## src/hw/rtl/cmdpwm_pkg.sv

```systemverilog
// Shared types, codes and reset values of the command-driven motor PWM block.
package cmdpwm_pkg;

    localparam int PERIOD_W = 16;
    localparam int DUTY_W   = 8;
    localparam int SERVO_W  = 14;
    localparam int STEP_W   = 8;
    localparam int PINS_W   = 6;
    localparam int DIR_W    = 4;
    localparam int RESP_W   = 4;
    localparam int CMD_W    = 8;
    localparam int CFG_IDX_W  = 3;
    localparam int CFG_DATA_W = 16;
    localparam int OUT_DATA_W = 32;

    // Register indexes of the configuration port
    localparam logic [CFG_IDX_W-1:0] CFG_PERIOD_TOP = 3'd0;
    localparam logic [CFG_IDX_W-1:0] CFG_RUN_DUTY   = 3'd1;
    localparam logic [CFG_IDX_W-1:0] CFG_SERVO_MIN  = 3'd2;
    localparam logic [CFG_IDX_W-1:0] CFG_SERVO_MAX  = 3'd3;
    localparam logic [CFG_IDX_W-1:0] CFG_SERVO_STEP = 3'd4;

    // Reset values
    localparam logic [PERIOD_W-1:0] PERIOD_TOP_RST = 16'd300;
    localparam logic [DUTY_W-1:0]   RUN_DUTY_RST   = 8'd50;
    localparam logic [SERVO_W-1:0]  SERVO_MIN_RST  = 14'd130;
    localparam logic [SERVO_W-1:0]  SERVO_MAX_RST  = 14'd270;
    localparam logic [STEP_W-1:0]   SERVO_STEP_RST = 8'd10;
    localparam logic [SERVO_W-1:0]  SERVO_POS_RST  = 14'd150;

    // Item kinds carried in tuser
    localparam logic KIND_TICK    = 1'b0;
    localparam logic KIND_COMMAND = 1'b1;

    // Command characters
    localparam logic [CMD_W-1:0] CMD_LIFT_UP    = 8'h77; // 'w'
    localparam logic [CMD_W-1:0] CMD_LIFT_DOWN  = 8'h65; // 'e'
    localparam logic [CMD_W-1:0] CMD_ELBOW_UP   = 8'h61; // 'a'
    localparam logic [CMD_W-1:0] CMD_ELBOW_DOWN = 8'h73; // 's'
    localparam logic [CMD_W-1:0] CMD_BASE_LEFT  = 8'h7A; // 'z'
    localparam logic [CMD_W-1:0] CMD_BASE_RIGHT = 8'h78; // 'x'
    localparam logic [CMD_W-1:0] CMD_STOP_LIFT  = 8'h6A; // 'j'
    localparam logic [CMD_W-1:0] CMD_STOP_BASE  = 8'h68; // 'h'
    localparam logic [CMD_W-1:0] CMD_STOP_ELBOW = 8'h67; // 'g'
    localparam logic [CMD_W-1:0] CMD_SERVO_OPEN = 8'h6C; // 'l'
    localparam logic [CMD_W-1:0] CMD_SERVO_CLOSE = 8'h70; // 'p'

    typedef enum logic [RESP_W-1:0] {
        RESP_NONE  = 4'd0,
        RESP_UP1   = 4'd1,
        RESP_DOWN1 = 4'd2,
        RESP_UP2   = 4'd3,
        RESP_DOWN2 = 4'd4,
        RESP_LEFT  = 4'd5,
        RESP_RIGHT = 4'd6,
        RESP_STOP  = 4'd7,
        RESP_OPEN  = 4'd8,
        RESP_CLOSE = 4'd9
    } resp_t;

    typedef struct packed {
        logic [PERIOD_W-1:0] period_top;
        logic [DUTY_W-1:0]   run_duty;
        logic [SERVO_W-1:0]  servo_min;
        logic [SERVO_W-1:0]  servo_max;
        logic [STEP_W-1:0]   servo_step;
    } cfg_t;

    typedef struct packed {
        logic [PINS_W-1:0]  pwm_pins;
        logic [DIR_W-1:0]   direction_bits;
        logic [SERVO_W-1:0] servo_position;
        resp_t              response;
    } result_t;

endpackage

```

## src/hw/rtl/cmdpwm_cfg.sv

```systemverilog
// Configuration register file of the command-driven motor PWM block.
module cmdpwm_cfg
    import cmdpwm_pkg::*;
(
    input  logic                  clk,
    input  logic                  rst_n,
    input  logic                  cfg_we,
    input  logic [CFG_IDX_W-1:0]  cfg_index,
    input  logic [CFG_DATA_W-1:0] cfg_data,
    output cfg_t                  cfg
);

    cfg_t cfg_reg;

    always_ff @(posedge clk or negedge rst_n)
    begin
        if (!rst_n)
        begin
            cfg_reg.period_top <= PERIOD_TOP_RST;
            cfg_reg.run_duty   <= RUN_DUTY_RST;
            cfg_reg.servo_min  <= SERVO_MIN_RST;
            cfg_reg.servo_max  <= SERVO_MAX_RST;
            cfg_reg.servo_step <= SERVO_STEP_RST;
        end
        else if (cfg_we)
        begin
            case (cfg_index)
                CFG_PERIOD_TOP: cfg_reg.period_top <= cfg_data[PERIOD_W-1:0];
                CFG_RUN_DUTY:   cfg_reg.run_duty   <= cfg_data[DUTY_W-1:0];
                CFG_SERVO_MIN:  cfg_reg.servo_min  <= cfg_data[SERVO_W-1:0];
                CFG_SERVO_MAX:  cfg_reg.servo_max  <= cfg_data[SERVO_W-1:0];
                CFG_SERVO_STEP: cfg_reg.servo_step <= cfg_data[STEP_W-1:0];
                default: ;
            endcase
        end
    end

    assign cfg = cfg_reg;

endmodule

```

## src/hw/rtl/cmdpwm_core.sv

```systemverilog
// Motor state, PWM counter and command decode; one item per enabled cycle.
module cmdpwm_core
    import cmdpwm_pkg::*;
(
    input  logic             clk,
    input  logic             rst_n,
    input  logic             item_en,
    input  logic             kind,
    input  logic [CMD_W-1:0] command_byte,
    input  cfg_t             cfg,
    output result_t          result
);

    logic [PERIOD_W-1:0] counter_reg, counter_next;
    logic [DUTY_W-1:0]   lift_reg, lift_next;
    logic [DUTY_W-1:0]   elbow_reg, elbow_next;
    logic [DUTY_W-1:0]   base_reg, base_next;
    logic [DIR_W-1:0]    dir_reg, dir_next;
    logic [SERVO_W-1:0]  servo_reg, servo_next;
    logic [PINS_W-1:0]   pin_reg, pin_next;
    resp_t               resp;

    logic [PERIOD_W-1:0] cnt_inc;
    logic [SERVO_W:0]    servo_up;
    logic [SERVO_W:0]    servo_dn;

    assign cnt_inc  = counter_reg + PERIOD_W'(1);
    assign servo_up = {1'b0, servo_reg} + {{(SERVO_W+1-STEP_W){1'b0}}, cfg.servo_step};
    assign servo_dn = {1'b0, servo_reg} - {{(SERVO_W+1-STEP_W){1'b0}}, cfg.servo_step};

    always_comb
    begin
        counter_next = counter_reg;
        lift_next    = lift_reg;
        elbow_next   = elbow_reg;
        base_next    = base_reg;
        dir_next     = dir_reg;
        servo_next   = servo_reg;
        pin_next     = pin_reg;
        resp         = RESP_NONE;
        if (kind == KIND_TICK)
        begin
            // Latch pins against the counter before it advances
            pin_next[0] = 1'b1;
            pin_next[1] = 1'b1;
            pin_next[2] = counter_reg >= {{(PERIOD_W-DUTY_W){1'b0}}, base_reg};
            pin_next[3] = counter_reg >= {{(PERIOD_W-DUTY_W){1'b0}}, elbow_reg};
            pin_next[4] = counter_reg >= {{(PERIOD_W-DUTY_W){1'b0}}, lift_reg};
            pin_next[5] = pin_next[4];
            counter_next = (cnt_inc > cfg.period_top) ? '0 : cnt_inc;
        end
        else
        begin
            case (command_byte)
                CMD_LIFT_UP:
                begin
                    lift_next   = cfg.run_duty;
                    dir_next[0] = 1'b0;
                    dir_next[3] = 1'b1;
                    resp        = RESP_UP1;
                end
                CMD_LIFT_DOWN:
                begin
                    lift_next   = cfg.run_duty;
                    dir_next[0] = 1'b1;
                    dir_next[3] = 1'b0;
                    resp        = RESP_DOWN1;
                end
                CMD_ELBOW_UP:
                begin
                    elbow_next  = cfg.run_duty;
                    dir_next[1] = 1'b0;
                    resp        = RESP_UP2;
                end
                CMD_ELBOW_DOWN:
                begin
                    elbow_next  = cfg.run_duty;
                    dir_next[1] = 1'b1;
                    resp        = RESP_DOWN2;
                end
                CMD_BASE_LEFT:
                begin
                    base_next   = cfg.run_duty;
                    dir_next[2] = 1'b0;
                    resp        = RESP_LEFT;
                end
                CMD_BASE_RIGHT:
                begin
                    base_next   = cfg.run_duty;
                    dir_next[2] = 1'b1;
                    resp        = RESP_RIGHT;
                end
                CMD_STOP_LIFT:
                begin
                    lift_next = '0;
                    resp      = RESP_STOP;
                end
                CMD_STOP_BASE:
                begin
                    base_next = '0;
                    resp      = RESP_STOP;
                end
                CMD_STOP_ELBOW:
                begin
                    elbow_next = '0;
                    resp       = RESP_STOP;
                end
                CMD_SERVO_OPEN:
                begin
                    // Clamp at the top; the sum is kept one bit wider
                    servo_next = (servo_up >= {1'b0, cfg.servo_max}) ?
                                 cfg.servo_max : servo_up[SERVO_W-1:0];
                    resp       = RESP_OPEN;
                end
                CMD_SERVO_CLOSE:
                begin
                    // A borrow means the difference went negative
                    servo_next = (servo_dn[SERVO_W] ||
                                  servo_dn[SERVO_W-1:0] <= cfg.servo_min) ?
                                 cfg.servo_min : servo_dn[SERVO_W-1:0];
                    resp       = RESP_CLOSE;
                end
                default: ;
            endcase
        end
    end

    always_ff @(posedge clk or negedge rst_n)
    begin
        if (!rst_n)
        begin
            counter_reg <= '0;
            lift_reg    <= '0;
            elbow_reg   <= '0;
            base_reg    <= '0;
            dir_reg     <= '0;
            servo_reg   <= SERVO_POS_RST;
            pin_reg     <= '0;
        end
        else if (item_en)
        begin
            counter_reg <= counter_next;
            lift_reg    <= lift_next;
            elbow_reg   <= elbow_next;
            base_reg    <= base_next;
            dir_reg     <= dir_next;
            servo_reg   <= servo_next;
            pin_reg     <= pin_next;
        end
    end

    assign result.pwm_pins       = pin_next;
    assign result.direction_bits = dir_next;
    assign result.servo_position = servo_next;
    assign result.response       = resp;

endmodule

```

## src/hw/rtl/command_driven_motor_pwm.sv

```systemverilog
// Top level of the command-driven motor PWM block: input and result registers.
//
//  channel   direction  handshake                     payload
//  s_axis    in         s_axis_tvalid/s_axis_tready   tdata command_byte, tuser kind
//  m_axis    out        m_axis_tvalid/m_axis_tready   tdata pins, dir, servo, response
//  cfg       in         cfg_we                        cfg_index, cfg_data
//
// An accepted item passes through the input register, then the decode and state
// update into the result register. One beat per cycle is sustained while m_axis
// is not stalled; state registers update in the same cycle the result is loaded.
// Reset clears both valid flags and sets configuration and core state to defaults,
// not the data registers. A stalled m_axis holds the result and backs up into s_axis_tready.
module command_driven_motor_pwm
    import cmdpwm_pkg::*;
(
    input  logic                  clk,
    input  logic                  rst_n,
    input  logic                  s_axis_tvalid,
    output logic                  s_axis_tready,
    input  logic [CMD_W-1:0]      s_axis_tdata,  // [7:0] command_byte
    input  logic                  s_axis_tuser,  // [0] kind
    output logic                  m_axis_tvalid,
    input  logic                  m_axis_tready,
    // [5:0] pwm_pins, [9:6] direction_bits, [23:10] servo_position,
    // [27:24] response, [31:28] zero
    output logic [OUT_DATA_W-1:0] m_axis_tdata,
    input  logic                  cfg_we,
    input  logic [CFG_IDX_W-1:0]  cfg_index,
    input  logic [CFG_DATA_W-1:0] cfg_data
);

    cfg_t    cfg;
    result_t result;

    logic             in_valid_reg;
    logic             in_kind_reg;
    logic [CMD_W-1:0] in_cmd_reg;
    logic             out_valid_reg;
    result_t          out_reg;
    logic             advance;
    logic             s_fire;

    // Move the held beat into the result register when that register frees up
    assign advance       = in_valid_reg && (!out_valid_reg || m_axis_tready);
    assign s_axis_tready = !in_valid_reg || advance;
    assign s_fire        = s_axis_tvalid && s_axis_tready;

    cmdpwm_cfg u_cfg (
        .clk       (clk),
        .rst_n     (rst_n),
        .cfg_we    (cfg_we),
        .cfg_index (cfg_index),
        .cfg_data  (cfg_data),
        .cfg       (cfg)
    );

    cmdpwm_core u_core (
        .clk          (clk),
        .rst_n        (rst_n),
        .item_en      (advance),
        .kind         (in_kind_reg),
        .command_byte (in_cmd_reg),
        .cfg          (cfg),
        .result       (result)
    );

    always_ff @(posedge clk or negedge rst_n)
    begin
        if (!rst_n)
        begin
            in_valid_reg  <= 1'b0;
            out_valid_reg <= 1'b0;
        end
        else
        begin
            if (s_fire)
                in_valid_reg <= 1'b1;
            else if (advance)
                in_valid_reg <= 1'b0;

            if (advance)
                out_valid_reg <= 1'b1;
            else if (m_axis_tready)
                out_valid_reg <= 1'b0;
        end
    end

    always_ff @(posedge clk)
    begin
        if (s_fire)
        begin
            in_kind_reg <= s_axis_tuser;
            in_cmd_reg  <= s_axis_tdata;
        end
        if (advance)
            out_reg <= result;
    end

    assign m_axis_tvalid = out_valid_reg;
    assign m_axis_tdata  = {{(OUT_DATA_W-PINS_W-DIR_W-SERVO_W-RESP_W){1'b0}},
                            out_reg.response, out_reg.servo_position,
                            out_reg.direction_bits, out_reg.pwm_pins};

`ifndef ASSERT_OFF
    a_tick_no_response: assert property (@(posedge clk) disable iff (!rst_n)
        advance && (in_kind_reg == KIND_TICK) |=> out_reg.response == RESP_NONE)
        else $error("tick beat produced a command response");

    a_tick_pins_fixed: assert property (@(posedge clk) disable iff (!rst_n)
        advance && (in_kind_reg == KIND_TICK) |=> out_reg.pwm_pins[1:0] == 2'b11)
        else $error("channels one and two not high after a tick");

    a_ready_when_empty: assert property (@(posedge clk) disable iff (!rst_n)
        !in_valid_reg |-> s_axis_tready)
        else $error("input stalled with an empty input register");

    a_result_follows: assert property (@(posedge clk) disable iff (!rst_n)
        advance |=> m_axis_tvalid)
        else $error("advanced beat did not reach the output");
`endif

endmodule
```

## config.mk

```make
export PLATFORM = sky130hd
export DESIGN_NAME = command_driven_motor_pwm
export DESIGN_NICKNAME = d
export VERILOG_FILES = /design/src/hw/rtl/cmdpwm_pkg.sv /design/src/hw/rtl/cmdpwm_cfg.sv /design/src/hw/rtl/cmdpwm_core.sv /design/src/hw/rtl/command_driven_motor_pwm.sv
export SDC_FILE = /design/constraint.sdc
export NUM_CORES = 1
export LEC_CHECK = 0
export BUFFER_PORTS_ARGS = -buffer_cell sky130_fd_sc_hd__buf_2
export CORE_MARGIN = 8
export CORE_UTILIZATION = 24
export DETAILED_ROUTE_END_ITERATION = 7
export GPL_TIMING_DRIVEN = 1
export PLACE_DENSITY = 0.42
export SYNTH_ARGS = -nofsm -noshare
export SYNTH_HDL_FRONTEND = slang
export SYNTH_SLANG_ARGS = --single-unit
```

## constraint.sdc

```tcl
create_clock -name clk -period 10.9 [get_ports clk]
set_input_delay 1.635 -clock clk [delete_from_list [all_inputs] [get_ports clk]]
set_output_delay 1.635 -clock clk [all_outputs]
set_load 0.01 [all_outputs]
```

==> results.md, run 1 <==
- Internal reg-to-reg setup slack: about 6200 ps
- DRC: 0
- CTS resizes: 0
- CTS tree: yes
- Vias per std cell: about 4.6
- Iteration-0 DRC Markers: about 350
- Combinational power share: between 20% and 30%
- Flop pwr share: ~40%
- Max-slew violations: 0
- GPL Wtd Cong: 0.825
- Number of port buffers: 62
- Synth top area cells: dfrtp_1, edfxtp_1, ha_1
- Synth top area share: between 20% and 30%
- FFs w/ async S/R, synth: around 77%
- Clock group share of total power: 34.0%
- Vias: roughly 7200
- Cts hold-fix bufs: 0
- Layout cell share with drive strength beyond 1: 14.8%
- Synth cell count leaders: nand2_1, dfrtp_1, o21ai_0
- Max Cap Viol: 0
- Switching part of the total: 32.7%
- Cell internal pwr: 0.00133 W
- Final min period: 4700 ps
- Wire per inst: between 15 and 20 um
- Number of synthesized flops with an enable pin: 37
- Seq/Total Area, Yosys: between 40% and 50%
- Critical path type: flip-flop to flip-flop
- Slew margin rel.: around 28%
- Pre-Repair DR Iteration Count: 5
- Final Cycle Share: a little over two fifths
- Ys Warns: 0
- Worst-path clk slew: about 70 ps
- Diode count: 0
- Post-DP HPWL: between 20 and 25 mm
- Ys flop type: dfrtp_1
- Hold WS: ~460 ps
- Mapped cell area: around 9600 um^2
- IR drop worst, VDD: about 0.13 mV
- HP Class: flip-flop to flip-flop
- Cells after DPL: between 1500 and 2000
- Met2 WL: about 12 mm
- GR Overflow Total: 0
- Clock Sink Count: approximately 160
- Cell count after synthesis: 995
- CORE AREA: between 30000 and 40000 um^2
- Yosys reg bits: roughly 160
- Slew @ Worst Pin: roughly 1100 ps
- Leakage: around 5.0 nW
- Initial Util: approximately a quarter
- Row cnt: 73
- Die width: between 200 and 250 um
- Root buf cell: clkbuf_16
- Post-route ant nets: 0
- Fin cells: between 1500 and 2000
- Arr. time, crit path: approximately 4900 ps
- Ports: 67
- CTS HTree Levels: 4
- Synth area leader: dfrtp_1
- Uppermost layer routed: met5
- Cts bufs inserted: 17
- Fin util: between 20 and 30%
- Hold Vio Cnt, Final: 0
- Metal3 WL: ~660 um
- GRT Total Usage: 11.9%
- CP Launch Type: flip-flop
- Initial antenna violation count: 2
- Maximum clock rate: between 200 and 250 MHz
- Avg Inst Size Synth: roughly 9.7 um^2
- Clock Skew: about 14 ps
- Die area: 46800 um^2
- Post-synth cell types: 65
- Final setup viols: 0
- Global-route wire length before repair: between 40 and 50 mm
- Pwr/cell area: roughly 180 nW/um^2
- Layout area overhead: 15.7%
- Largest register FFs: 60
- Worst EP required: about 11000 ps
- Psw: between 0.0006 and 0.0007 W
- Clock Path Buffers: 2
- Clk_lat worst skew: between 400 and 500 ps
- Chip height: 216 um
- Layout net count: around 1200
- Setup WS post-layout: ~6200 ps
- Setup Buffers After CTS: 0
- RSZ-0062 raised after global routing: false
- WL final: 27.3 mm
- Pre-CTS setup slack: approximately 6200 ps
- Vias in the first global route: approximately 7500
- Largest net degree at the start of global routing: between 60 and 70
- Top-count cell post-synth: nand2_1
- DRT met1 WL: 14.1 mm
- Setup crit end kind: flip-flop
- TNS Setup: 0 ps
- Run status: complete, no violations
- Peak fanout along the critical path: 16
-- area by class of cell --
| cell class | count | area (um^2) |
|---|---|---|
| fill | 4224 | 28600 |
| multi-input combinational | 698 | 4820 |
| sequential | 163 | 4290 |
| tap | 525 | 657 |
| clock buffer | 18 | 429 |
| timing repair buffer | 71 | 384 |
| inverter | 95 | 357 |
| clock inverter | 14 | 215 |
-- power by group through the flow --
stage	sequential, W	combinational [W]	clock, W
global route	0.000813	0.000585	0.000717
finish	0.000797	0.000509	0.000674
floorplan	0.000786	0.000369	0
CTS	0.000800	0.000517	0.000694
global placement	0.000811	0.000509	0
detailed placement	0.000812	0.000512	0
-- final timing paths --
check / start / to / cells after the start
worst max register to register: u_core.servo_reg[1] / m_axis_tdata[13] / 16
worst max-delay path: u_core.servo_reg[1] / m_axis_tdata[13] / 16
worst min register to register: u_core.pin_reg[1] / u_core.pin_reg[1] / 1
min in group asynchronous: rst_n / u_core.counter_reg[9] / 1
worst min-delay path: u_core.pin_reg[1] / u_core.pin_reg[1] / 1
max in group asynchronous: rst_n / u_core.servo_reg[6] / 2
-- critical path, cell delays in order, from the launching register on --
cell,delay [ps]
dfstp_2,570
inv_1,90
fa_1,440
nand2b_1,180
a21oi_1,270
nor4b_1,100
a211oi_2,420
o21ai_0,230
ha_1,350
nand4_1,150
nor3_1,250
and3b_1,210
o32ai_2,270
buf_4,340
mux2i_1,220
o22ai_1,130
a22o_1,220
-- cell usage in the layout (no fill, tap or decap), types with 5 or more instances in the layout --
| cell | Yosys | routed |
|---|---|---|
| o221ai_1 | 7 | 7 |
| nor2b_1 | 12 | 12 |
| mux2_2 | 27 | 27 |
| a21o_1 | 9 | 9 |
| xor2_1 | 16 | 16 |
| a21oi_1 | 37 | 37 |
| dfrtp_1 | 107 | 107 |
| edfxtp_1 | 37 | 37 |
| nor4_1 | 5 | 5 |
| mux2i_1 | 20 | 20 |
| o21a_1 | 8 | 8 |
| ha_1 | 85 | 85 |
| dfstp_2 | 19 | 19 |
| clkbuf_16 | 0 | 17 |
| nand2b_1 | 20 | 20 |
| buf_2 | 4 | 61 |
| a22o_1 | 24 | 24 |
| o31ai_1 | 5 | 5 |
| o21ai_0 | 104 | 104 |
| nand3_1 | 25 | 25 |
| xnor2_1 | 18 | 18 |
| inv_1 | 95 | 95 |
| nand4_1 | 9 | 9 |
| nor2_1 | 38 | 38 |
| o22ai_1 | 8 | 8 |
| and3_1 | 15 | 15 |
| nand2_1 | 129 | 129 |
| buf_4 | 5 | 9 |
| nor3_1 | 11 | 10 |
| a31oi_1 | 7 | 7 |
-- cells by family (layout without fill, tap and decap cells) --
| family | count (synthesis) | count (layout) | share of synthesized area (%) |
|---|---|---|---|
| buf+inv | 137 | 198 | 5.81 |
| compound gates | 247 | 247 | 16.4 |
| flops | 163 | 163 | 44.5 |
| fa+ha+maj | 87 | 87 | 11.4 |
| mux | 47 | 47 | 5.23 |
| xor+xnor | 34 | 34 | 3.09 |
| other cells | 1 | 4 | 0.0389 |
| simple gates | 279 | 279 | 13.5 |
-- stage by stage --
stage,power (W),cell area (um^2)
2_1_floorplan,0.00115,9650
5_1_grt,0.00212,11200
4_1_cts,0.00201,11200
3_5_place_dp,0.00132,10500
6_report,0.00198,11200
3_3_place_gp,0.00132,10500
-- per-layer routing --
| layer | global-route usage, % | vias up |
|---|---|---|
| met5 | 0 | - |
| met3 | 2.12 | 33 |
| met2 | 18.2 | 99 |
| met4 | 3.99 | 4 |
| met1 | 16.7 | 3501 |
| li1 | - | 3601 |
Note: power is estimated with default switching activity, not from simulation.
==> inputs of run 2 (changes only) <==
--- a/config.mk
+++ b/config.mk
@@ -10,7 +10,7 @@
 export CORE_UTILIZATION = 24
 export DETAILED_ROUTE_END_ITERATION = 7
 export GPL_TIMING_DRIVEN = 1
-export PLACE_DENSITY = 0.42
+export PLACE_DENSITY = 0.43
 export SYNTH_ARGS = -nofsm -noshare
 export SYNTH_HDL_FRONTEND = slang
 export SYNTH_SLANG_ARGS = --single-unit
==> constraint.sdc (replaced) <==
create_clock -name clk -period 4 [get_ports clk]
set_input_delay 0.6 -clock clk [delete_from_list [all_inputs] [get_ports clk]]
set_output_delay 0.6 -clock clk [all_outputs]
set_load 0.01 [all_outputs]
==> results.md, run 2 (synthesized netlist as in run 1, its figures left out) <==
- Wire per inst: 16.9 um (-2.0%)
- Root buf cell: clkbuf_16
- Global-route wire length before repair: 44.4 mm (+1.9%)
- Cts bufs inserted: 17 (unchanged)
- Slew @ Worst Pin: 1020 ps (-56.3 ps)
- Critical-path cell list: buf_6 > ha_4 > nand2b_4 > a2111o_1 > a2111o_1 > a211oi_2 > xnor2_1 > ha_1 > nand3_2 > nor3_2 > a21oi_2 > o311ai_4 > buf_12 > mux2i_1 > o22ai_1 > a22o_1
- Layout cell share with drive strength beyond 1: 24.4% (+9.5 points)
- Layout net count: 1240 (+6.3%)
- Combinational power share: 30.6% (+4.9 points)
- Arr. time, crit path: 4300 ps (-600 ps)
- Row cnt: 73 (unchanged)
- Maximum clock rate: 243 MHz (+14%)
- Post-route cell area: 12000 um^2 (+7.8%)
- Initial Util: 24.3% (unchanged)
- Layout area overhead: 24.7%
- Psw: 0.00188 W (+190%)
- Reg2reg end: m_axis_tdata[11]
- Register-to-Register Path Depth: 16 (unchanged)
- IR drop worst, VDD: 0.302 mV (+120%)
- Cell internal pwr: 0.00371 W (+180%)
- Pre-CTS setup slack: -329 ps (-6580 ps)
- CP Launch Type: flip-flop
- Final setup viols: 15 (+15)
- Setup WS post-layout: -111 ps (-6310 ps)
- Placed Area: 11000 um^2 (+4.5%)
- Vias in the first global route: 7678 (+3.0%)
- GPL Wtd Cong: 0.847 (+2.7%)
- CP delay by family, top: compound AO/OA/AOI/OAI gates
- CP Depth: 16 (unchanged)
- Final min period: 4110 ps (-592 ps)
- Initial antenna violation count: 1 (-1)
- GR Overflow Total: 0 (unchanged)
- Pre-Repair DR Iteration Count: 5 (unchanged)
- Max-slew violations: 0 (unchanged)
- Number of port buffers: 62 (unchanged)
- Critical path type: flip-flop to flip-flop
- Sum of buffers and inverters on the critical path: 2 (unchanged)
- DRC: 0 (unchanged)
- Final Cycle Share: 103% (+60 points)
- Clock Skew: 25.7 ps (+11.2 ps)
- Setup crit end kind: flip-flop
- Ports: 67 (unchanged)
- Die width: 216 um (unchanged)
- Commonest non-fill, non-tap cells in the layout: nand2_1, dfrtp_1, inv_1, o21ai_0, ha_1
- Internal reg-to-reg setup slack: -110 ps (-6310 ps)
- Vias per std cell: 4.55 (-0.44%)
- Slew margin rel.: 31.8% (+3.6 points)
- Worst-path clk slew: 80 ps (about the same)
- CTS tree: yes
- Max Cap Viol: 0 (unchanged)
- Clock Path Buffers: 2 (unchanged)
- Run status: finished with violations
- Largest register FFs: 60 (unchanged)
- TNS Setup: -909 ps (-909 ps)
- R2r startpoint: u_core.servo_reg[1]
- Switching part of the total: 33.6% (+0.96 points)
- Post-route ant nets: 0 (unchanged)
- Filler Cell Count: 4137 (-2.1%)
- Iteration-0 DRC Markers: 443 (+28%)
- Flop pwr share: 38.4% (-1.9 points)
- HP Class: input port to async pin
- CP peak stage delay: 540 ps (-30 ps)
- Post-DP HPWL: 21.0 mm (+3.6%)
- Cell repeated most along the worst path: a2111o_1
- GRT Total Usage: 12.1% (+0.24 points)
- Clk_lat worst skew: 460 ps (+20 ps)
- RSZ-0062 raised after global routing: true
- Hold Vio Cnt, Final: 0 (unchanged)
- Slowest CP cell: dfstp_2
- Clock group share of total power: 31.0% (-3.0 points)
- Clock Sink Count: 163 (unchanged)
- Peak fanout along the critical path: 6 (-10)
- WL final: 28.0 mm (+2.5%)
- Die area: 46800 um^2 (unchanged)
- Diode count: 0 (unchanged)
- Largest net degree at the start of global routing: 80 (+23%)
- Failing checks: setup timing
- Leakage: 5.42 nW (+8.9%)
- Vias: 7543 (+4.2%)
- CTS HTree Levels: 4 (unchanged)
- Chip height: 216 um (unchanged)
- Pwr/cell area: 465 nW/um^2 (+160%)
- Worst EP required: 4190 ps (-6900 ps)
- CORE AREA: 39700 um^2 (unchanged)
- Hold WS: 227 ps (-234 ps)
- Most common cell after layout, fill and taps aside: nand2_1
## run 2: cell types whose count changed in the layout (fill, tap and decap cells not counted), sizes merged
cell / before / now
buf: 71 / 145
bufinv: 4 / 2
clkinv: 0 / 3
clkinvlp: 2 / 0
inv: 103 / 104
## run 2: through the flow
step / power [W] / cells / util, %
final: 0.00559 / 1658 / 30.3
after global routing: 0.00597 / 1658 / 30.3
after CTS: 0.00561 / 1654 / 29.8
after detailed placement: 0.00375 / 1610 / 27.6
after global placement: 0.00373 / 1610 / 27.6
after floorplan: 0.00315 / 998 / -
## run 2: layer usage
metal / vias up / global-route usage [%] / wire length, um / part of all wire [%]
met5: - / 0 / 10 / 0.036
met4: 2 / 4.69 / 762 / 2.7
met3: 39 / 2.17 / 1050 / 3.7
met2: 130 / 18.8 / 12500 / 45
met1: 3619 / 16.6 / 13700 / 49
li1: 3753 / - / - / -
## run 2: worst max-delay path by stage
| stage | startpoint | endpoint | slack [ps] |
|---|---|---|---|
| global route | u_cfg.cfg[1] | m_axis_tdata[13] | -290 |
| CTS | u_core.servo_reg[1] | m_axis_tdata[11] | -90 |
| finish | u_core.servo_reg[1] | m_axis_tdata[11] | -110 |
| floorplan | u_cfg.cfg[1] | m_axis_tdata[13] | 90 |
| detailed placement | u_cfg.cfg[0] | m_axis_tdata[14] | -330 |
| global placement | u_cfg.cfg[1] | m_axis_tdata[14] | -240 |
## run 2: power by group through the flow
stage	Clock, W	Sequential [W]	Combinational (W)
6_report	0.00173	0.00215	0.00171
3_5_place_dp	0	0.00218	0.00157
4_1_cts	0.00180	0.00215	0.00166
5_1_grt	0.00185	0.00218	0.00194
3_3_place_gp	0	0.00218	0.00156
2_1_floorplan	0	0.00214	0.00100
## run 2: what timing repair did
action                     in CTS  in global routing
setup buffers                  11                  4
hold buffers                    0                  0
resized for setup              34                 36
setup endpoints to repair      28                 37
cloned                          1                  0
pin swaps                      22                 11
## run 2: layout make-up
cell class	count	area [um^2]	share of cell area (%)
clock buffer	18	429	3.57
sequential	163	4290	35.7
inverter	95	359	2.99
clock inverter	14	185	1.54
tap	525	657	5.46
multi-input combinational	698	5090	42.3
timing repair buffer	145	1010	8.42
